===== config.mk =====
export PLATFORM = sky130hd
export DESIGN_NAME = crc16_framed_packet_deframer
export DESIGN_NICKNAME = d
export VERILOG_FILES = /design/src/hdl/cfd_pkg.sv /design/src/hdl/crc16_framed_packet_deframer.sv /design/src/hdl/cfd_crc.sv /design/src/hdl/cfd_parser.sv
export VERILOG_INCLUDE_DIRS = /design/src /design/src/hdl
export SDC_FILE = /design/constraint.sdc
export NUM_CORES = 1
export LEC_CHECK = 0
export BUFFER_PORTS_ARGS = -buffer_cell sky130_fd_sc_hd__buf_2
export CAP_MARGIN = 20
export CORE_MARGIN = 3
export CORE_UTILIZATION = 32
export CTS_CLUSTER_DIAMETER = 50
export DETAILED_ROUTE_END_ITERATION = 10
export GPL_TIMING_DRIVEN = 0
export PLACE_DENSITY_LB_ADDON = 0.15
export RECOVER_POWER = 50
export SLEW_MARGIN = 25
export SYNTH_ARGS = -nofsm -noshare
export SYNTH_HDL_FRONTEND = slang
export SYNTH_SLANG_ARGS = --single-unit

===== constraint.sdc =====
create_clock -name clk_i -period 7.18 [get_ports clk_i]
set_clock_uncertainty 0.1 [all_clocks]
set_input_delay 0.718 -clock clk_i [delete_from_list [all_inputs] [get_ports clk_i]]
set_output_delay 0.718 -clock clk_i [all_outputs]
set_load 0.02 [all_outputs]

===== src/hdl/assert_macros.svh =====
// Assertion macros shared by the deframer RTL.
// No dependencies; included by files that carry concurrent checks.
`ifndef ASSERT_MACROS_SVH
`define ASSERT_MACROS_SVH

// Clocked check with asynchronous active-low reset masking.
`define CFD_ASSERT_CLK(lbl, clk, rstn, prop, msg) \
  lbl: assert property (@(posedge clk) disable iff (!(rstn)) (prop)) else $error(msg);

// Same check on the house clock and reset names.
`define CFD_ASSERT(lbl, prop, msg) `CFD_ASSERT_CLK(lbl, clk_i, rst_ni, prop, msg)

`endif


===== src/hdl/cfd_pkg.sv =====
// Shared types and constants for the CRC-16 framed packet deframer.
// No dependencies.
`default_nettype none
package cfd_pkg;

  localparam logic [7:0]  HdrByte    = 8'hAA;
  localparam logic [7:0]  TailByte   = 8'h55;
  localparam logic [15:0] CrcInit    = 16'hFFFF;
  localparam logic [15:0] CrcPoly    = 16'hA001;
  localparam logic [15:0] MaxPayload = 16'd128;

  localparam int unsigned ResDataW = 48;

  typedef enum logic [1:0] {
    STAT_OK       = 2'd0,
    STAT_CRC_ERR  = 2'd1,
    STAT_BAD_TAIL = 2'd2,
    STAT_TOO_LONG = 2'd3
  } frame_status_e;

  typedef enum logic {
    KIND_PAYLOAD = 1'b0,
    KIND_VERDICT = 1'b1
  } result_kind_e;

  typedef struct packed {
    result_kind_e  result_kind;
    logic [7:0]    payload_byte;
    logic [6:0]    byte_index;
    logic [7:0]    frame_type;
    logic [15:0]   frame_length;
    frame_status_e frame_status;
  } result_t;

endpackage
`default_nettype wire


===== src/hdl/crc16_framed_packet_deframer.sv =====
// Top level of the CRC-16 framed packet deframer: input register, parser,
// result register. Depends on cfd_pkg, cfd_parser and assert_macros.svh.
//
// Usage:
//   s_axis carries one received serial byte per item (tdata[7:0]).
//   m_axis carries results: tuser marks a tentative payload byte (0) or an
//   end-of-frame verdict (1); tdata holds the byte, its index and the
//   frame's type, length and status.
//   Frames: 0xAA, type, length (big endian), payload, CRC (big endian), 0x55.
//   Path: a byte accepted into the input register is parsed from there, and
//   its result, if any, is written to the result register.
//   Throughput: one byte per cycle while no stall holds, set by the combinational
//   byte CRC update and phase machine between the two registers.
//   Reset: parser waits for a header, both registers empty.
//   Stall: while a result waits, the input register still drains bytes
//   that give no result; a byte that gives a result waits in the input
//   register and s_axis_tready_o drops until the result is taken.
`default_nettype none
`include "assert_macros.svh"
module crc16_framed_packet_deframer import cfd_pkg::*; (
  input  wire logic                clk_i,
  input  wire logic                rst_ni,
  input  wire logic                s_axis_tvalid_i,
  output logic                     s_axis_tready_o,
  // [7:0] in_byte
  input  wire logic [7:0]          s_axis_tdata_i,
  output logic                     m_axis_tvalid_o,
  input  wire logic                m_axis_tready_i,
  // [7:0] payload_byte, [14:8] byte_index, [22:15] frame_type,
  // [38:23] frame_length, [40:39] frame_status, [47:41] zero
  output logic [ResDataW-1:0]      m_axis_tdata_o,
  // [0] result_kind
  output logic                     m_axis_tuser_o
);

  logic       in_valid_q;
  logic [7:0] in_byte_q;
  logic       res_valid;
  result_t    res;
  logic       out_valid_q;
  result_t    out_q;
  logic       out_free;
  logic       step;

  assign out_free        = !out_valid_q || m_axis_tready_i;
  assign step            = in_valid_q && (!res_valid || out_free);
  assign s_axis_tready_o = !in_valid_q || step;

  always_ff @(posedge clk_i or negedge rst_ni) begin
    if (!rst_ni) begin
      in_valid_q <= 1'b0;
    end else if (s_axis_tready_o) begin
      in_valid_q <= s_axis_tvalid_i;
    end
  end

  always_ff @(posedge clk_i) begin
    if (s_axis_tready_o && s_axis_tvalid_i) begin
      in_byte_q <= s_axis_tdata_i;
    end
  end

  cfd_parser u_parser (
    .clk_i       (clk_i),
    .rst_ni      (rst_ni),
    .step_i      (step),
    .byte_i      (in_byte_q),
    .res_valid_o (res_valid),
    .res_o       (res)
  );

  always_ff @(posedge clk_i or negedge rst_ni) begin
    if (!rst_ni) begin
      out_valid_q <= 1'b0;
    end else if (step && res_valid) begin
      out_valid_q <= 1'b1;
    end else if (m_axis_tready_i) begin
      out_valid_q <= 1'b0;
    end
  end

  always_ff @(posedge clk_i) begin
    if (step && res_valid) begin
      out_q <= res;
    end
  end

  assign m_axis_tvalid_o = out_valid_q;
  assign m_axis_tuser_o  = out_q.result_kind;
  assign m_axis_tdata_o  = {7'd0, out_q.frame_status, out_q.frame_length,
                            out_q.frame_type, out_q.byte_index, out_q.payload_byte};

  `CFD_ASSERT(a_verdict_clean, (m_axis_tvalid_o && m_axis_tuser_o) |-> (m_axis_tdata_o[14:0] == 15'd0), "verdict carries payload bits")
  `CFD_ASSERT(a_payload_status, (m_axis_tvalid_o && !m_axis_tuser_o) |-> (m_axis_tdata_o[40:39] == 2'd0), "payload item carries a status")
  `CFD_ASSERT(a_stall_cause, !s_axis_tready_o |-> (in_valid_q && out_valid_q && !m_axis_tready_i), "input stalled without a waiting result")
  `CFD_ASSERT(a_no_overwrite, (out_valid_q && !m_axis_tready_i) |=> (out_valid_q && $stable(out_q)), "waiting result overwritten")

endmodule
`default_nettype wire


===== src/hdl/cfd_crc.sv =====
// Byte-wide CRC-16/MODBUS update (reflected, polynomial 0xA001).
// Depends on cfd_pkg.
`default_nettype none
module cfd_crc import cfd_pkg::*; (
  input  wire logic [15:0] crc_i,
  input  wire logic [7:0]  byte_i,
  output logic      [15:0] crc_o
);

  always_comb begin
    logic [15:0] c;
    c = crc_i ^ {8'h00, byte_i};
    for (int k = 0; k < 8; k++) begin
      if (c[0]) begin
        c = (c >> 1) ^ CrcPoly;
      end else begin
        c = c >> 1;
      end
    end
    crc_o = c;
  end

endmodule
`default_nettype wire


===== src/hdl/cfd_parser.sv =====
// Frame phase machine: holds header fields, running CRC and payload count,
// and forms at most one result per byte. Depends on cfd_pkg and cfd_crc.
`default_nettype none
module cfd_parser import cfd_pkg::*; (
  input  wire logic       clk_i,
  input  wire logic       rst_ni,
  input  wire logic       step_i,
  input  wire logic [7:0] byte_i,
  output logic            res_valid_o,
  output result_t         res_o
);

  typedef enum logic [2:0] {
    PH_HEADER   = 3'd0,
    PH_TYPE     = 3'd1,
    PH_LEN_HI   = 3'd2,
    PH_LEN_LO   = 3'd3,
    PH_PAYLOAD  = 3'd4,
    PH_CRC_HI   = 3'd5,
    PH_CRC_LO   = 3'd6,
    PH_TAIL     = 3'd7
  } phase_e;

  phase_e      phase_q, phase_d;
  logic [7:0]  type_q, type_d;
  logic [15:0] len_q, len_d;
  logic [15:0] cnt_q, cnt_d;
  logic [15:0] rx_crc_q, rx_crc_d;
  logic [15:0] crc_q, crc_d;
  logic [15:0] crc_next;
  logic [15:0] cnt_inc;

  cfd_crc u_crc (
    .crc_i  (crc_q),
    .byte_i (byte_i),
    .crc_o  (crc_next)
  );

  assign cnt_inc = cnt_q + 16'd1;

  always_comb begin
    phase_d     = phase_q;
    type_d      = type_q;
    len_d       = len_q;
    cnt_d       = cnt_q;
    rx_crc_d    = rx_crc_q;
    crc_d       = crc_q;
    res_valid_o = 1'b0;
    res_o.result_kind  = KIND_PAYLOAD;
    res_o.payload_byte = 8'h00;
    res_o.byte_index   = 7'd0;
    res_o.frame_type   = type_q;
    res_o.frame_length = len_q;
    res_o.frame_status = STAT_OK;
    unique case (phase_q)
      PH_HEADER: begin
        if (byte_i == HdrByte) begin
          crc_d   = CrcInit;
          phase_d = PH_TYPE;
        end
      end
      PH_TYPE: begin
        type_d  = byte_i;
        crc_d   = crc_next;
        phase_d = PH_LEN_HI;
      end
      PH_LEN_HI: begin
        len_d   = {byte_i, 8'h00};
        crc_d   = crc_next;
        phase_d = PH_LEN_LO;
      end
      PH_LEN_LO: begin
        len_d   = {len_q[15:8], byte_i};
        crc_d   = crc_next;
        cnt_d   = 16'd0;
        phase_d = ({len_q[15:8], byte_i} != 16'd0) ? PH_PAYLOAD : PH_CRC_HI;
      end
      PH_PAYLOAD: begin
        crc_d = crc_next;
        cnt_d = cnt_inc;
        if (cnt_inc >= len_q) begin
          phase_d = PH_CRC_HI;
        end
        if (cnt_q < MaxPayload) begin
          res_valid_o        = 1'b1;
          res_o.payload_byte = byte_i;
          res_o.byte_index   = cnt_q[6:0];
        end
      end
      PH_CRC_HI: begin
        rx_crc_d = {byte_i, 8'h00};
        phase_d  = PH_CRC_LO;
      end
      PH_CRC_LO: begin
        rx_crc_d = {rx_crc_q[15:8], byte_i};
        phase_d  = PH_TAIL;
      end
      PH_TAIL: begin
        res_valid_o       = 1'b1;
        res_o.result_kind = KIND_VERDICT;
        priority if (byte_i != TailByte) begin
          res_o.frame_status = STAT_BAD_TAIL;
        end else if (len_q > MaxPayload) begin
          res_o.frame_status = STAT_TOO_LONG;
        end else if (crc_q != rx_crc_q) begin
          res_o.frame_status = STAT_CRC_ERR;
        end else begin
          res_o.frame_status = STAT_OK;
        end
        phase_d = PH_HEADER;
      end
      default: begin
        phase_d = PH_HEADER;
      end
    endcase
  end

  always_ff @(posedge clk_i or negedge rst_ni) begin
    if (!rst_ni) begin
      phase_q  <= PH_HEADER;
      type_q   <= 8'h00;
      len_q    <= 16'h0000;
      cnt_q    <= 16'h0000;
      rx_crc_q <= 16'h0000;
      crc_q    <= CrcInit;
    end else if (step_i) begin
      phase_q  <= phase_d;
      type_q   <= type_d;
      len_q    <= len_d;
      cnt_q    <= cnt_d;
      rx_crc_q <= rx_crc_d;
      crc_q    <= crc_d;
    end
  end

endmodule
`default_nettype wire

==> flow_summary_export.csv <==
group,metric,value,unit
worst_setup_path,slowest_stage,"clkbuf_1",
timing,finalCriticalPeriod,4.08,ns
cells_and_area,fin_nets,569,
timing,max_slew.worst_pin.slew,2.83,ns
floorplan,core,18100,µm²
route,ant_nets,0,
logic_synthesis,synth_area_per_cell,13.0,µm²
logic_synthesis,netlist_instances,454,
floorplan,start_util,32.7,%
clock_tree,cts-root-buf,"clkbuf_16",
route,drtPass1Iterations,4,
global_routing,grt_util_met3,4.40,%
clock_tree,hold_buffers,0,
cells_and_area,area.sequential,3450,µm²
route,drt_iter0_drc,235,
timing,setup_viol,0,
clock_tree,clock_latency,0.42,ns
worst_hold_path,min_from,"u_parser.type_q[1]$_DFFE_PN0P_",
logic_synthesis,ys_seq_area_share,58.3,%
route,via_count,3846,
timing,hold_viol,0,
cells_and_area,multi_input_area,2260,µm²
worst_setup_path,critPathBufInv,2,
worst_setup_path,crit_fanout,51,
worst_setup_path,crit-reg2reg-launch,"u_parser.cnt_q[0]$_DFFE_PN0P_",
worst_hold_path,hold_depth,0,
placed_design,dp.cells,746,
worst_setup_path,r2r_slack,3.51,ns
global_routing,overflow,0,
cells_and_area,n_fill_cell,1745,
logic_synthesis,synth-async-reset-ratio,60.6,%
route,drcViolationCount,0,
global_routing,grt_max_degree,52,
timing,rsz0062_at_grt,"no",
global_routing,grt_pass1_vias,3888,
timing,slew_headroom,-88.9,%
floorplan,row_count,49,
logic_synthesis,yosys_warnings,0,
timing,final_max_slew_viol_count,52,
worst_setup_path,critPathKind,"in -> async",
cells_and_area,stdcell_count,778,
route,viasPerCell,4.94,
worst_setup_path,cp-start-kind,"input pin",
worst_setup_path,r2r_cells,12,
global_routing,met2_usage,22.3,%
logic_synthesis,ys_types,53,
power_and_ir_drop,p_per_area,451,nW/µm²
clock_tree,cts_num_sinks,127,
floorplan,die_h,142,µm
logic_synthesis,synthesis.area,5910,µm²
power_and_ir_drop,p_leak,2.96,nW
logic_synthesis,ys.flop_type,"dfrtp_1",
clock_tree,cts_tree,"done",
clock_tree,cts_buffers,17,
worst_setup_path,cp.required,6.99,ns
worst_hold_path,hp-class,"reg -> reg",
placed_design,port_buffers,55,
worst_setup_path,startpoint,"rst_ni",
worst_setup_path,arrival,3.89,ns
power_and_ir_drop,vdd_drop_max,0.159,mV
worst_setup_path,r2r-end,"u_parser.phase_q[1]$_DFFE_PN0P_",
worst_setup_path,crit_path_end_kind,"async pin",
timing,fin_crit_sh,56.9,%
cells_and_area,antenna-diode-count,0,
timing,tns,0,ns
logic_synthesis,synth_edf_count,50,
placed_design,dp_hpwl,9.69,mm
clock_tree,htreeDepth,4,
worst_hold_path,worstHoldEndpoint,"m_axis_tdata_o[16]$_DFFE_PP_",
clock_tree,cts.path.max_buffers,2,
run_status,status,"finished with violations",
cells_and_area,syn2layout_area_growth,19.6,%
run_status,violations,"capacitance limit, slew limit",
global_routing,antenna_found_initial,1,
placed_design,place.gp.congestion,0.851,
worst_setup_path,cp_slowest_stage_delay,2.07,ns
global_routing,grt_usage,14.3,%
clock_tree,post_cts_buffers,0,
flow_run,max_cap_viol_count,1,
floorplan,pin_count,63,
global_routing,grt_pass1_wl,21.7,mm
cells_and_area,final_layout_size_suffix_gt1_share,20.2,%
timing,fmax,0.245,GHz
clock_tree,clk_pin_slew,0.06,ns
floorplan,die_w,142,µm
clock_tree,cts_resized,0,
worst_setup_path,crit_top_cell,"clkbuf_1",
global_routing,grtUsageMet1,18.9,%
route,wirelength,13.9,mm
floorplan,fp.dieArea,20100,µm²
global_routing,busiest_layer,"met2",
route,routedWlPerCell,17.8,µm
logic_synthesis,synth-seq-cells,127,
worst_setup_path,cpLargestDelayFamily,"buffers and inverters",
worst_setup_path,crit_chain,"clkbuf_1, clkbuf_1",
worst_setup_path,path_depth,2,
[synthesized netlist by cell type, types with 11 or more instances]
| cell type | instances | area share [%] |
|---|---|---|
| nor2_1 | 13 | 0.83 |
| ha_1 | 21 | 4.4 |
| inv_1 | 20 | 1.3 |
| o22a_1 | 14 | 2.1 |
| dfstp_2 | 16 | 7.1 |
| edfxtp_1 | 50 | 25 |
| a22o_1 | 26 | 3.9 |
| o21ai_0 | 11 | 0.93 |
| and2_1 | 16 | 1.7 |
| dfrtp_1 | 61 | 26 |
| mux2_2 | 25 | 4.8 |
| xor2_1 | 13 | 1.9 |
| xnor2_1 | 37 | 5.5 |
[worst max path at each step]
stage	to	slack, ns
after global placement	m_axis_tdata_o[22]$_DFFE_PP_	2.46
after global routing	u_parser.rx_crc_q[15]$_DFFE_PN0P_	2.31
final	u_parser.rx_crc_q[15]$_DFFE_PN0P_	3.10
after detailed placement	u_parser.phase_q[1]$_DFFE_PN0P_	3.53
after CTS	u_parser.phase_q[1]$_DFFE_PN0P_	3.50
after floorplan	m_axis_tdata_o[0]$_SDFFCE_PN0P_	3.58
[routing by layer]
layer,part of all wire [%],routed length [µm]
met1,47,6460
met2,47,6590
met3,4.2,576
met4,1.6,225
met5,0.094,13
[cell type report]
type | count | area share, %
multi-input cells | 284 | 31.9
repair buffers | 57 | 3.50
inverters | 20 | 1.06
flip-flops and latches | 127 | 48.8
clock buffers | 21 | 6.37
well taps | 229 | 4.05
clock inverters | 11 | 2.00
plain buffers | 29 | 2.28
[cell usage in the layout (no fill, tap or decap), drive strengths merged, types with 4 or more instances in the layout]
cell type / instances
a21o: 9
a21oi: 4
a22o: 26
and2: 17
and3: 7
and4: 4
buf: 33
clkbuf: 74
clkinv: 6
conb: 7
dfrtp: 61
dfstp: 16
edfxtp: 50
ha: 21
inv: 20
mux2: 25
nand2: 9
nand2b: 4
nand3: 9
nand4: 10
nor2: 14
nor3: 4
nor4: 6
o21ai: 14
o22a: 14
o31ai: 5
xnor2: 37
xor2: 13
[cells by family after synthesis]
group	count (synthesis)	share of synthesized area [%]
XOR/XNOR	51	7.79
adder cells (fa/ha/maj)	21	4.44
other	1	0.0634
multiplexers	26	4.93
flip-flops	127	58.3
AO/OA/AOI/OAI	85	11.1
buffers and inverters	49	4.00
AND/OR/NAND/NOR	94	9.33
[sequential cells by signal, indices dropped and copies added, names as in the netlist, 3 cells and up]
| register | count |
|---|---|
| m_axis_tdata_o | 41 |
| u_parser.rx_crc_q | 16 |
| u_parser.crc_q | 16 |
| u_parser.len_q | 16 |
| in_byte_q | 8 |
| u_parser.cnt_q | 16 |
| u_parser.phase_q | 3 |
| u_parser.type_q | 8 |
[where the power goes]
part | switching, mW | internal [mW] | leakage, nW | total, mW
sequential | 0.188 | 1.07 | 1.42 | 1.25
combinational | 0.585 | 0.481 | 1.25 | 1.07
clock | 0.312 | 0.552 | 0.284 | 0.865
[per-stage QoR]
stage | setup slack (ns) | util, % | hold WS [ns] | area, µm² | power, mW
4_1_cts | 3.50 | 39.5 | 0.121 | 7150 | 3.23
3_5_place_dp | 3.53 | 36.2 | 0.327 | 6560 | 2.35
2_1_floorplan | 3.58 | - | 0.319 | 5940 | 2.03
6_report | 3.10 | 39.1 | 0.345 | 7070 | 3.19
3_3_place_gp | 2.46 | 35.9 | 0.327 | 6500 | 2.33
5_1_grt | 2.31 | 39.1 | 0.351 | 7070 | 3.39
(Power assumes the default switching activity.)
